## src/rtl/core/zvd_pkg.sv

```systemverilog
// zvd_pkg: shared constants, status codes and structs for the zigzag varint decoder.
// No dependencies; imported by zvd_step, zigzag_varint_decoder and the testbench.
package zvd_pkg;

  // Decoded word width and derived limits
  localparam int WORD_BITS = 64;
  localparam int ACC_W     = WORD_BITS - 1;            // magnitude bits
  localparam int MAXB      = (WORD_BITS + 6) / 7;      // bytes per number, at most
  localparam int LASTBITS  = WORD_BITS + 7 - 7 * MAXB; // usable payload bits in last byte
  localparam int CNT_W     = $clog2(MAXB);
  localparam int SH_W      = $clog2(WORD_BITS);
  localparam int STAT_W    = 2;

  localparam logic [7:0] MORE_BIT_MASK = 8'h80;
  localparam logic [6:0] PAYLOAD_MASK  = 7'h7F;
  localparam logic [CNT_W-1:0] LAST_IDX = CNT_W'(MAXB - 1);

  typedef enum logic [STAT_W-1:0] {
    ST_OK       = 2'd0,
    ST_TOO_LONG = 2'd1,
    ST_OVERFLOW = 2'd2,
    ST_NEG_UNS  = 2'd3
  } zvd_status_t;

  // Running decode state of the number in progress
  typedef struct packed {
    logic [ACC_W-1:0] acc;
    logic [CNT_W-1:0] count;
    logic             sign;
  } zvd_state_t;

  // Outcome of one byte
  typedef struct packed {
    logic                 emit;
    logic [WORD_BITS-1:0] value;
    zvd_status_t          status;
  } zvd_res_t;

endpackage

```

## src/rtl/core/zvd_step.sv

```systemverilog
// zvd_step: combinational decode of one byte against the running state.
// Depends on zvd_pkg for widths, status codes and the state/result structs.
module zvd_step (
  input  logic [7:0]         byte_in,
  input  logic               signed_mode,
  input  zvd_pkg::zvd_state_t st,
  output zvd_pkg::zvd_state_t st_nxt,
  output zvd_pkg::zvd_res_t   res
);
  import zvd_pkg::*;

  logic [6:0]       payload;
  logic             more;
  logic             last;
  logic [SH_W:0]    sh_full;
  logic [SH_W-1:0]  sh;
  logic [ACC_W-1:0] acc_new;
  logic             sign_new;
  logic             ovf;

  assign payload = byte_in[6:0] & PAYLOAD_MASK;
  assign more    = (byte_in & MORE_BIT_MASK) != 8'h00;
  assign last    = (st.count == LAST_IDX);

  // Shift for byte k is 7k-1 (first byte carries the sign in bit 0)
  assign sh_full = (SH_W+1)'({st.count, 3'b000}) - (SH_W+1)'(st.count) - (SH_W+1)'(1);
  assign sh      = sh_full[SH_W-1:0];

  // Shift-or of the payload into the accumulator
  always_comb begin
    if (st.count == '0) begin
      acc_new  = ACC_W'(payload[6:1]);
      sign_new = payload[0];
    end else begin
      acc_new  = st.acc | (ACC_W'(payload) << sh);
      sign_new = st.sign;
    end
  end

  assign ovf = last && ((payload >> LASTBITS) != 7'd0);

  // Result selection and next state
  always_comb begin
    res.emit   = 1'b0;
    res.value  = '0;
    res.status = ST_OK;
    st_nxt.acc   = acc_new;
    st_nxt.count = st.count + CNT_W'(1);
    st_nxt.sign  = sign_new;
    if (more) begin
      if (last) begin
        res.emit   = 1'b1;
        res.status = ST_TOO_LONG;
      end
    end else begin
      res.emit = 1'b1;
      if (ovf) begin
        res.status = ST_OVERFLOW;
      end else if (sign_new && !signed_mode) begin
        res.status = ST_NEG_UNS;
      end else if (sign_new) begin
        res.value = {1'b1, ~acc_new};
      end else begin
        res.value = {1'b0, acc_new};
      end
    end
    // Restart after any result
    if (res.emit) begin
      st_nxt.acc   = '0;
      st_nxt.count = '0;
      st_nxt.sign  = 1'b0;
    end
  end

endmodule

```

## src/rtl/core/zigzag_varint_decoder.sv

```systemverilog
// Zigzag LEB128 varint decoder, one byte beat per cycle unless the output stalls.
// Result path: the last byte of a number is decoded from the input register into the output
// register, which drives out_*.
// Throughput: 1 byte per cycle unless out_ready stalls, set by the combinational shift-or.
// Reset (rst_n low, synchronous): pipeline empty, decode state cleared, signed_mode = 1.
// Depends on zvd_pkg and zvd_step.
module zigzag_varint_decoder (
  input  logic                           clk,
  input  logic                           rst_n,
  input  logic                           cfg_we,
  input  logic                           cfg_wdata,
  input  logic                           in_valid,
  output logic                           in_ready,
  input  logic [7:0]                     in_byte_in,
  output logic                           out_valid,
  input  logic                           out_ready,
  output logic signed [zvd_pkg::WORD_BITS-1:0] out_value,
  output logic [zvd_pkg::STAT_W-1:0]     out_status
);
  import zvd_pkg::*;

  logic                 signed_mode_r;
  logic                 s1_valid_r;
  logic [7:0]           s1_byte_r;
  zvd_state_t           st_r, st_nxt;
  zvd_res_t             res;
  logic                 out_valid_r;
  logic [WORD_BITS-1:0] out_value_r;
  logic [STAT_W-1:0]    out_status_r;
  logic                 out_free;
  logic                 s1_adv;

  // Handshake: each stage moves when the one after it has room
  assign out_free = !out_valid_r || out_ready;
  assign s1_adv   = s1_valid_r && out_free;
  assign in_ready = !s1_valid_r || out_free;

  // Configuration register
  always_ff @(posedge clk) begin
    if (!rst_n) begin
      signed_mode_r <= 1'b1;
    end else if (cfg_we) begin
      signed_mode_r <= cfg_wdata;
    end
  end

  // Input register
  always_ff @(posedge clk) begin
    if (!rst_n) begin
      s1_valid_r <= 1'b0;
    end else if (in_ready) begin
      s1_valid_r <= in_valid;
    end
  end

  always_ff @(posedge clk) begin
    if (in_ready && in_valid) begin
      s1_byte_r <= in_byte_in;
    end
  end

  zvd_step u_step (
    .byte_in     (s1_byte_r),
    .signed_mode (signed_mode_r),
    .st          (st_r),
    .st_nxt      (st_nxt),
    .res         (res)
  );

  // Decode state
  always_ff @(posedge clk) begin
    if (!rst_n) begin
      st_r <= '0;
    end else if (s1_adv) begin
      st_r <= st_nxt;
    end
  end

  // Output register
  always_ff @(posedge clk) begin
    if (!rst_n) begin
      out_valid_r <= 1'b0;
    end else if (out_free) begin
      out_valid_r <= s1_adv && res.emit;
    end
  end

  always_ff @(posedge clk) begin
    if (s1_adv && res.emit) begin
      out_value_r  <= res.value;
      out_status_r <= res.status;
    end
  end

  assign out_valid  = out_valid_r;
  assign out_value  = out_value_r;
  assign out_status = out_status_r;

`ifndef SYNTHESIS
  // Error results carry a zero value
  a_err_zero: assert property (@(posedge clk) disable iff (!rst_n)
    out_valid_r && (out_status_r != ST_OK) |-> (out_value_r == '0))
    else $error("error result with nonzero value");

  // Byte count never reaches the per-number limit
  a_cnt_range: assert property (@(posedge clk) disable iff (!rst_n)
    st_r.count < CNT_W'(MAXB))
    else $error("byte count out of range");

  // A result restarts the number
  a_restart: assert property (@(posedge clk) disable iff (!rst_n)
    s1_adv && res.emit |=> (st_r.count == '0) && (st_r.acc == '0) && !st_r.sign)
    else $error("state not cleared after result");

  // Decode state moves only when a byte leaves the input register
  a_state_hold: assert property (@(posedge clk) disable iff (!rst_n)
    !s1_adv |=> $stable(st_r))
    else $error("decode state changed without a byte");
`endif

endmodule

```

## config.mk

```make
export PLATFORM = sky130hd
export DESIGN_NAME = zigzag_varint_decoder
export DESIGN_NICKNAME = d
export VERILOG_FILES = /design/src/rtl/core/zvd_pkg.sv /design/src/rtl/core/zvd_step.sv /design/src/rtl/core/zigzag_varint_decoder.sv
export SDC_FILE = /design/constraint.sdc
export NUM_CORES = 1
export LEC_CHECK = 0
export BUFFER_PORTS_ARGS = -buffer_cell sky130_fd_sc_hd__buf_4
export CAP_MARGIN = 40
export CORE_MARGIN = 1.5
export CORE_UTILIZATION = 60
export DETAILED_ROUTE_END_ITERATION = 10
export GPL_TIMING_DRIVEN = 0
export PLACE_DENSITY = 0.9
export SLEW_MARGIN = 20
export SYNTH_ARGS = -nofsm -noshare
export SYNTH_HDL_FRONTEND = slang
export SYNTH_HIERARCHICAL = 1
export SYNTH_SLANG_ARGS = --single-unit
```

## constraint.sdc

```tcl
create_clock -name clk -period 7.2 [get_ports clk]
set_input_delay 0.72 -clock clk [delete_from_list [all_inputs] [get_ports clk]]
set_output_delay 0.72 -clock clk [all_outputs]
set_load 0.05 [all_outputs]
```

# Word-level counts from Yosys, hierarchy flattened
# Cells that the tools add are included.
# totals
out_inout_bits,68
inputBits,14
elab_cells,39
regBits,145
# op_classes
reduce_logical,13
n_bitwise,2
addsub,3
shifts,1
muxes,10
n_eq_ne,1
# op_table
cell,n
$mux 68,1
$mux 64,1
$mux 63,1
$not 63->63,1
$or 63x63->63,1
$shl 7x6->63,1
$reduce_bool 7->1,1
$mux 2,3
$sub 6x1->6 const B,1
$sub 6x4->6,1
$logic_and 1x1->1,5
$add 4x1->4 const B,1
$eq 4x4->1 const B,1
$logic_not 4->1,1
$mux 1,4
$logic_not 1->1,3
$reduce_or 3->1,1
$logic_or 1x1->1,2

# Depth between registers and ports, before layout
# Gate-level depths: netlist (run 1).
# logic_depth
depth_word,7
mapped_depth,13
depth_no_buf,11

# Hierarchy
# Netlist (run 1), hierarchy kept.
# by_module_without_submodules
mod,instances,seq_area_each_um2,area_each_um2,cells_each
zigzag_varint_decoder,1,3643.5,5049.8,384
zvd_step,1,0.0,3044.2,489

# Worst setup path before layout (run 1)
# No wires, ideal clock.
# synth_timing
path_kind,register to register
from,register st_r[2] (netlist bit)
to,"register out_status_r[0], in the netlist out_status[0] (enable)"
setup_time_ns,0.490
stages_incl_launch_ff,11
synth_period_minus_slack_ns,5.086
path_buffers,3
setup_slack_ns,2.114
required_time_ns,6.710
t_arrival_ns,4.596
path_cell_list,dfxtp_1 -> clkbuf_1 -> clkbuf_1 -> inv_1 -> ha_1 -> nand2_1 -> o21a_1 -> inv_1 -> buf_1 -> nand2_1 -> nor2_1
# synth_rtl
element,line,rtl
start: declaration,zigzag_varint_decoder.sv:25,"zvd_state_t st_r, st_nxt;"
start signal: assignment,zigzag_varint_decoder.sv:75,st_r <= st_nxt;
end signal: assignment,zigzag_varint_decoder.sv:91,out_status_r <= res.status;
end: declaration,zigzag_varint_decoder.sv:29,logic [STAT_W-1:0] out_status_r;

# Worst setup path in the final report (run 1)
# layout_timing
from,register st_r[2] (netlist bit)
to,"register out_value_r[50], in the netlist out_value[50] (data pin)"
# layout_between
elab_chain_len,7
elab_cells_between_ends,13
cone_classes,add/sub: 2; eq/ne: 1; shift: 1; mux: 3; bitwise: 2; reduce/logical: 4
# layout_rtl
element,line,rtl
$sub 6x4->6,zvd_step.sv:26,"assign sh_full = (SH_W+1)'({st.count, 3'b000}) - (SH_W+1)'(st.count) - (SH_W+1)'(1);"
$sub 6x1->6,zvd_step.sv:26,
$shl 7x6->63,zvd_step.sv:35,acc_new = st.acc | (ACC_W'(payload) << sh);
$or 63x63->63,zvd_step.sv:35,
$mux 63,zvd_step.sv:31,if (st.count == '0) begin
$not 63->63,zvd_step.sv:62,"res.value = {1'b1, ~acc_new};"
$mux 64,zvd_step.sv:61,end else if (sign_new) begin
end signal: assignment,zigzag_varint_decoder.sv:90,out_value_r <= res.value;
end: declaration,zigzag_varint_decoder.sv:28,logic [WORD_BITS-1:0] out_value_r;
# Several ways; a longest one is shown, not always the timed one.
# A chain may end at the register's enable or synchronous reset.

==> summary.txt, run 1 <==
Status -> finished clean
Leak -> 3.40 nW
Hold Crit Start -> st_r[43]$_SDFFE_PN0P_
Critical Path AT -> 4.27 ns
CTS H-tree depth -> 4
Clk_lat worst skew -> 0.44 ns
Largest delay share family, worst path -> buffers and inverters
Synth warn -> 6
CTS tree -> built
Startpoint Class -> flop
Hpwl dp -> 19100 µm
Count of different cell masters after synthesis -> 63
Via Count -> 7794
CTS max path bufs -> 2
Die footprint -> 14200 µm²
Worst Path Max Fanout -> 10
Post-Synthesis Cells -> 873
Rel. slew slack -> 42.1%
Setup CP Type -> flop to flop
Synth Area in Simple Gates -> 16.8%
Clock skew -> 0.0160 ns
Worst-path clk slew -> 0.06 ns
Reg2Reg Depth -> 9
CTS sink count -> 145
Worst setup margin -> 3.07 ns
Most used cell, CP -> clkbuf_1
Die X -> 119 µm
Final setup violation count -> 0
Grt total ovfl -> 0
Number of buffers added on ports -> 80
Post-CTS Setup Bufs -> 0
Async set or reset register ratio after synthesis -> 0%
Worst R2R Start -> st_r[2]$_SDFFE_PN0P_
DRT iter0 DRCs -> 1236
Number of buffers created by CTS -> 17
GPL Wtd Cong -> 1.01
Final min period -> 4.13 ns
P&R area growth vs syn -> 18.3%
Initial antenna violation count -> 0
Worst slack, placed -> 3.29 ns
Hold path cells -> 2
Global-route wire length before repair -> 41300 µm
Antenna viol nets, final -> 0
Max Slew Vio Count -> 0
Avg Synthesized Cell Area -> 9.27 µm²
Inst Count DP -> 1132
Final instance area -> 9580 µm²
Period Utilization, post-route -> 57.4%
Layout Utilization -> 72.6%
Syn_nets -> 892
Top cells by count, synth -> nand2_1 (162), mux2i_1 (103), nor2_1 (80)
Via-to-Cell Ratio -> 6.68
GRT Overall Usage -> 38.5%
Wire per inst -> 23.3 µm
Final Hold Vio Count -> 0
Initial Util -> 61.4%
DRC Markers -> 0
RSZ-0062 raised after global routing -> no
Die height -> 119 µm
Buffers plus inverters on the worst setup path -> 4
Critical Path RT -> 7.34 ns
Worst-Margin Slew -> 0.864 ns
Post-synth EDFFs -> 74
Worst vdd ir -> 0.165 mV
Post-DP Area -> 8970 µm²
Xor and xnor area share after synthesis -> 0.433%
Synthesized flop and latch total -> 145
Nets -> 996
Largest net degree at the start of global routing -> 31
Layout cells sized above 1 -> 16.3%
Post-synth top area share -> 27.5%
Most area-hungry cell type in the Yosys netlist -> edfxtp_1
Synth area leaders -> edfxtp_1 (27%), dfxtp_1 (18%), mux2i_1 (13%)
# Max-Cap Violations -> 0
CTS Hold Bufs -> 0
Post-synthesis sequential area ratio -> 45.0%
CORE AREA -> 13200 µm²
Hold Crit Class -> flop to flop
Number of gates resized after cts -> 0
F_max -> 0.242 GHz
Vias in the first global route -> 7429
IO Pins -> 82
Worst R2R End -> out_value[50]$_DFFE_PP_
Top-count cell post-synth -> nand2_1
Root buffer cell -> clkbuf_16
Diodes inserted -> 0
CP endpoint kind -> flop
Reg2reg setup slack -> 3.07 ns
Hold Path Sink -> st_r[43]$_SDFFE_PN0P_
DRT Pass-1 Iters -> 7
Main combinational cell family by area after synthesis -> simple AND/OR/NAND/NOR gates
Adder-Cell Fraction of Synth Area -> 0.773%
Synth Area in Compound Gates -> 16.5%
Mux cell area share after synthesis -> 15.5%
Worst path max stage delay -> 0.63 ns
Crit-path cells -> clkbuf_1 > clkbuf_1 > inv_1 > ha_1 > xnor2_1 > clkbuf_1 > nor2_1 > a221oi_1 > o211ai_1
Total wire length -> 27200 µm
Layout Cells excl Fill -> 1166
Synthesized area -> 8090 µm²
Synth Flop Type -> edfxtp_1
Slowest CP cell -> a221oi_1
Power per cell area -> 218 nW/µm²
Setup TNS -> 0 ns
Cell Rows -> 42
==> flip-flops by register name, summed over array words and instances, names as in the netlist <==
register	count
out_status	2
out_valid	1
out_value	64
s1_byte_r	8
s1_valid_r	1
signed_mode_r	1
st_r	68
==> worst max-delay path by stage <==
| stage | endpoint | depth (start not counted) | from | slack, ns |
|---|---|---|---|---|
| 2_1_floorplan | out_status[0]$_DFFE_PP_ | 10 | st_r[2]$_SDFFE_PN0P_ | 2.11 |
| 4_1_cts | out_value[29]$_DFFE_PP_ | 12 | st_r[2]$_SDFFE_PN0P_ | 3.27 |
| 5_1_grt | out_value[29]$_DFFE_PP_ | 12 | st_r[2]$_SDFFE_PN0P_ | 2.89 |
| 3_5_place_dp | out_value[29]$_DFFE_PP_ | 12 | st_r[2]$_SDFFE_PN0P_ | 3.29 |
| 6_report | out_value[50]$_DFFE_PP_ | 9 | st_r[2]$_SDFFE_PN0P_ | 3.07 |
| 3_3_place_gp | out_value[27]$_DFFE_PP_ | 10 | st_r[2]$_SDFFE_PN0P_ | 0.27 |
==> per-stage QoR <==
stage / hold WS (ns) / power (mW)
finish: 0.461 / 2.08
global placement: 0.441 / 1.19
detailed placement: 0.447 / 1.20
CTS: 0.457 / 2.07
floorplan: 0.434 / 1.10
global route: 0.458 / 2.13
==> worst min-delay path, cell delays in order (launching register included) <==
cell and delay, ns:
dfxtp_1 0.31, nand2_1 0.05, mux2i_1 0.05
==> where the power goes <==
part           total (mW)  switching (mW)  leakage (nW)  internal (mW)
clock               0.890           0.366         0.291          0.524
combinational       0.290           0.206          1.85         0.0840
sequential          0.904          0.0127          1.26          0.891
==> cell type report <==
| class | instances | area, µm² |
|---|---|---|
| repair buffers | 85 | 661 |
| multi-input cells | 643 | 4060 |
| clock inverters | 14 | 154 |
| clock buffers | 18 | 439 |
| well taps | 176 | 220 |
| inverters | 14 | 52.6 |
| plain buffers | 71 | 342 |
| fillers | 945 | 3610 |
| flip-flops and latches | 145 | 3640 |
==> cells in the final DEF (no fill, tap or decap), drive strengths merged, types with 3 or more instances in the layout <==
cell type,netlist,layout
a211o,10,10
a211oi,3,3
a21oi,48,48
a221o,3,3
a221oi,3,3
a22o,6,6
a22oi,7,7
a31oi,16,16
a32o,8,8
a32oi,4,4
and2,16,16
buf,24,108
clkbuf,47,66
clkinv,2,9
dfxtp,71,71
edfxtp,74,74
ha,5,5
inv,12,16
mux2,12,12
mux2i,103,103
mux4,4,4
nand2,162,162
nand2b,4,4
nand3,8,8
nor2,80,80
nor2b,13,13
nor3,9,9
o211ai,11,11
o21ai,45,45
o22a,4,4
o22ai,5,5
o2bb2ai,5,5
o31ai,17,17
xnor2,3,3
==> layer usage <==
metal | routed length, µm | track usage, %
met4 | 1620 | 23.0
met1 | 10100 | 48.5
met2 | 12100 | 59.5
met5 | 0 | 0
met3 | 3410 | 10.5
==> cell families after synthesis <==
family | count (synthesis)
AND/OR/NAND/NOR | 312
AO/OA/AOI/OAI | 203
flip-flops | 145
multiplexers | 119
buffers and inverters | 85
adder cells (fa/ha/maj) | 5
XOR/XNOR | 4
(Power assumes the default switching activity.)
==> inputs of run 2 (changes only) <==
- CORE_UTILIZATION: 60 -> 54
- PLACE_DENSITY: 0.9 -> 0.86
- clock period: 7.2 -> 3.62 ns (I/O delays scaled with it)
==> run 2 against run 1 <==
Effect of this change: final area barely moved; utilization is 6.9 points lower; worst setup slack got worse by 2.9 ns; worst hold slack got worse by 0.36 ns; highest routed layer unchanged; non-clock buffer count down 1; critical endpoint is now out_value[62]$_DFFE_PP_; maximum frequency increased by 19%.
==> summary.txt, run 2 (synthesis gave the netlist of run 1 again) <==
Worst-path clk slew -> 0.06 ns (about the same)
IO Pins -> 82 (unchanged)
Power per cell area -> 427 nW/µm² (+96%)
Worst Path Max Fanout -> 19 (+9)
Largest Register -> st_r
CP endpoint kind -> flop
DRC Markers -> 0 (unchanged)
# Max-Cap Violations -> 0 (unchanged)
CTS sink count -> 145 (unchanged)
CTS max path bufs -> 2 (unchanged)
Hold Crit Class -> input port to flop
Worst-Margin Slew -> 0.886 ns (+0.0221 ns)
Nets -> 995 (-0.10%)
Layout cells sized above 1 -> 17.0% (+0.72 points)
Crit-path cells -> clkbuf_2 > inv_2 > ha_1 > clkbuf_1 > clkbuf_1 > nor2_1 > a31oi_1 > o21ai_0 > o31ai_1
Via-to-Cell Ratio -> 6.45 (-3.4%)
Startpoint Class -> flop
Grt total ovfl -> 0 (unchanged)
Largest delay share family, worst path -> buffers and inverters
CORE AREA -> 14600 µm² (+11%)
Fillers -> 1154 (+22%)
Rel. slew slack -> 40.6% (-1.5 points)
Commonest non-fill, non-tap cell in the layout -> nand2_1
M1 WL -> 10100 µm (+0.15%)
Wire per inst -> 22.0 µm (-5.5%)
Initial antenna violation count -> 0 (unchanged)
CTS H-tree depth -> 4 (unchanged)
Via Count -> 7571 (-2.9%)
Max FFs per register -> 68 (unchanged)
Hpwl dp -> 18200 µm (-4.5%)
Global-route wire length before repair -> 39500 µm (-4.3%)
Antenna viol nets, final -> 0 (unchanged)
Leak -> 3.40 nW (-0.14%)
Final setup violation count -> 0 (unchanged)
Slowest CP cell -> clkbuf_1
Max Slew Vio Count -> 0 (unchanged)
Final Hold Vio Count -> 0 (unchanged)
Initial Util -> 55.5% (-5.9 points)
Final min period -> 3.48 ns (-0.652 ns)
Period Utilization, post-route -> 96.1% (+39 points)
GPL Wtd Cong -> 1.06 (+4.5%)
Critical Path AT -> 3.74 ns (-0.53 ns)
GRT Overall Usage -> 32.8% (-5.8 points)
Worst R2R Start -> st_r[2]$_SDFFE_PN0P_
CTS tree -> built
DRT iter0 DRCs -> 1079 (-13%)
Setup CP Type -> flop to flop
Clock skew -> 0.00965 ns (-0.00631 ns)
RSZ-0062 raised after global routing -> no
Worst slack, placed -> -0.265 ns (-3.56 ns)
Clk_lat worst skew -> 0.44 ns (about the same)
Die footprint -> 15700 µm² (+11%)
Vias in the first global route -> 7023 (-5.5%)
Status -> finished clean
Most used cell, CP -> clkbuf_1
Cell Rows -> 44 (+4.8%)
F_max -> 0.287 GHz (+19%)
Root buffer cell -> clkbuf_16
Die X -> 125 µm (+5.3%)
Post-DP Area -> 8980 µm² (+0.17%)
DRT Pass-1 Iters -> 6 (-1)
Diodes inserted -> 0 (unchanged)
Layout Utilization -> 65.7% (-6.9 points)
Worst vdd ir -> 0.301 mV (+83%)
Hold slack -> 0.0998 ns (-0.361 ns)
Most frequent cells in the layout -> nand2_1 (162), mux2i_1 (102), buf_4 (87)
Top sig layer -> met4
Worst path max stage delay -> 0.53 ns (-0.10 ns)
Buffers plus inverters on the worst setup path -> 4 (unchanged)
Final instance area -> 9580 µm² (about the same)
Die height -> 125 µm (+5.3%)
Number of buffers created by CTS -> 17 (unchanged)
Length of routed met3 wiring -> 3150 µm (-7.5%)
P&R area growth vs syn -> 18.4% (about the same)
Hold Crit Start -> in_byte_in[6]
Setup TNS -> 0 ns (unchanged)
Critical Path RT -> 3.88 ns (-3.46 ns)
Met2 Wirelength -> 11100 µm (-8.2%)
Total wire length -> 25900 µm (-4.9%)
Largest net degree at the start of global routing -> 30 (-3.2%)
Number of buffers added on ports -> 80 (unchanged)
Worst setup margin -> 0.140 ns (-2.93 ns)
Worst setup path start -> st_r[2]$_SDFFE_PN0P_
run 2: changes by cell type in the layout (fill, tap and decap cells not counted), moves of 2 or more:
cell        delta
clkbuf_1       -3
clkbuf_2       +3
clkinv_1       -2
clkinv_4       -2
clkinvlp_4     +3
inv_8          +2
run 2: repair_timing:
| item | 4_1_cts | 5_1_grt |
|---|---|---|
| hold buffers | 0 | 0 |
| gates resized for setup | 2 | 8 |
| endpoints found under the setup margin | 69 | 110 |
| pin swaps | 0 | 0 |
| setup buffers | 0 | 0 |
run 2: where the power goes:
group,total (mW),internal (mW),switching [mW]
Combinational,0.567,0.168,0.399
Sequential,1.80,1.77,0.0254
Clock,1.73,0.965,0.763
run 2: area by class of cell:
type / instances / area, µm² / share of cell area (%)
Buffer: 70 / 344 / 3.59
Clock buffer: 17 / 425 / 4.44
Clock inverter: 15 / 149 / 1.55
Inverter: 14 / 56.3 / 0.588
Multi-Input combinational cell: 643 / 4080 / 42.5
Sequential cell: 145 / 3640 / 38.0
Tap cell: 184 / 230 / 2.40
Timing Repair Buffer: 85 / 658 / 6.87
run 2: worst paths after layout:
path                                  end  slack, ns  cells after the start
setup / recovery  out_value[62]$_DFFE_PP_       0.14                      9
hold / removal     s1_byte_r[6]$_DFFE_PP_        0.1                      1
setup reg to reg  out_value[62]$_DFFE_PP_       0.14                      9
hold reg to reg     st_r[11]$_SDFFE_PN0P_       0.46                      2
run 2: through the flow:
step / std cells / total power, mW
after floorplan: 873 / 2.19
after global placement: 1137 / 2.37
after detailed placement: 1141 / 2.37
after CTS: 1173 / 4.08
after global routing: 1173 / 4.19
final: 1173 / 4.09
run 2: layer usage:
layer	up-vias	global-route usage [%]
met3	114	7.57
met4	0	19.3
met5	-	0
met1	3543	43.7
li1	3355	-
met2	559	48.9
run 2: worst reg2reg max path, cell delays in order, from the launching register on:
cell      delay [ns]
dfxtp_1         0.36
clkbuf_2        0.38
inv_2           0.17
ha_1            0.36
clkbuf_1        0.50
clkbuf_1        0.53
nor2_1          0.31
a31oi_1         0.46
o21ai_0         0.13
o31ai_1         0.08
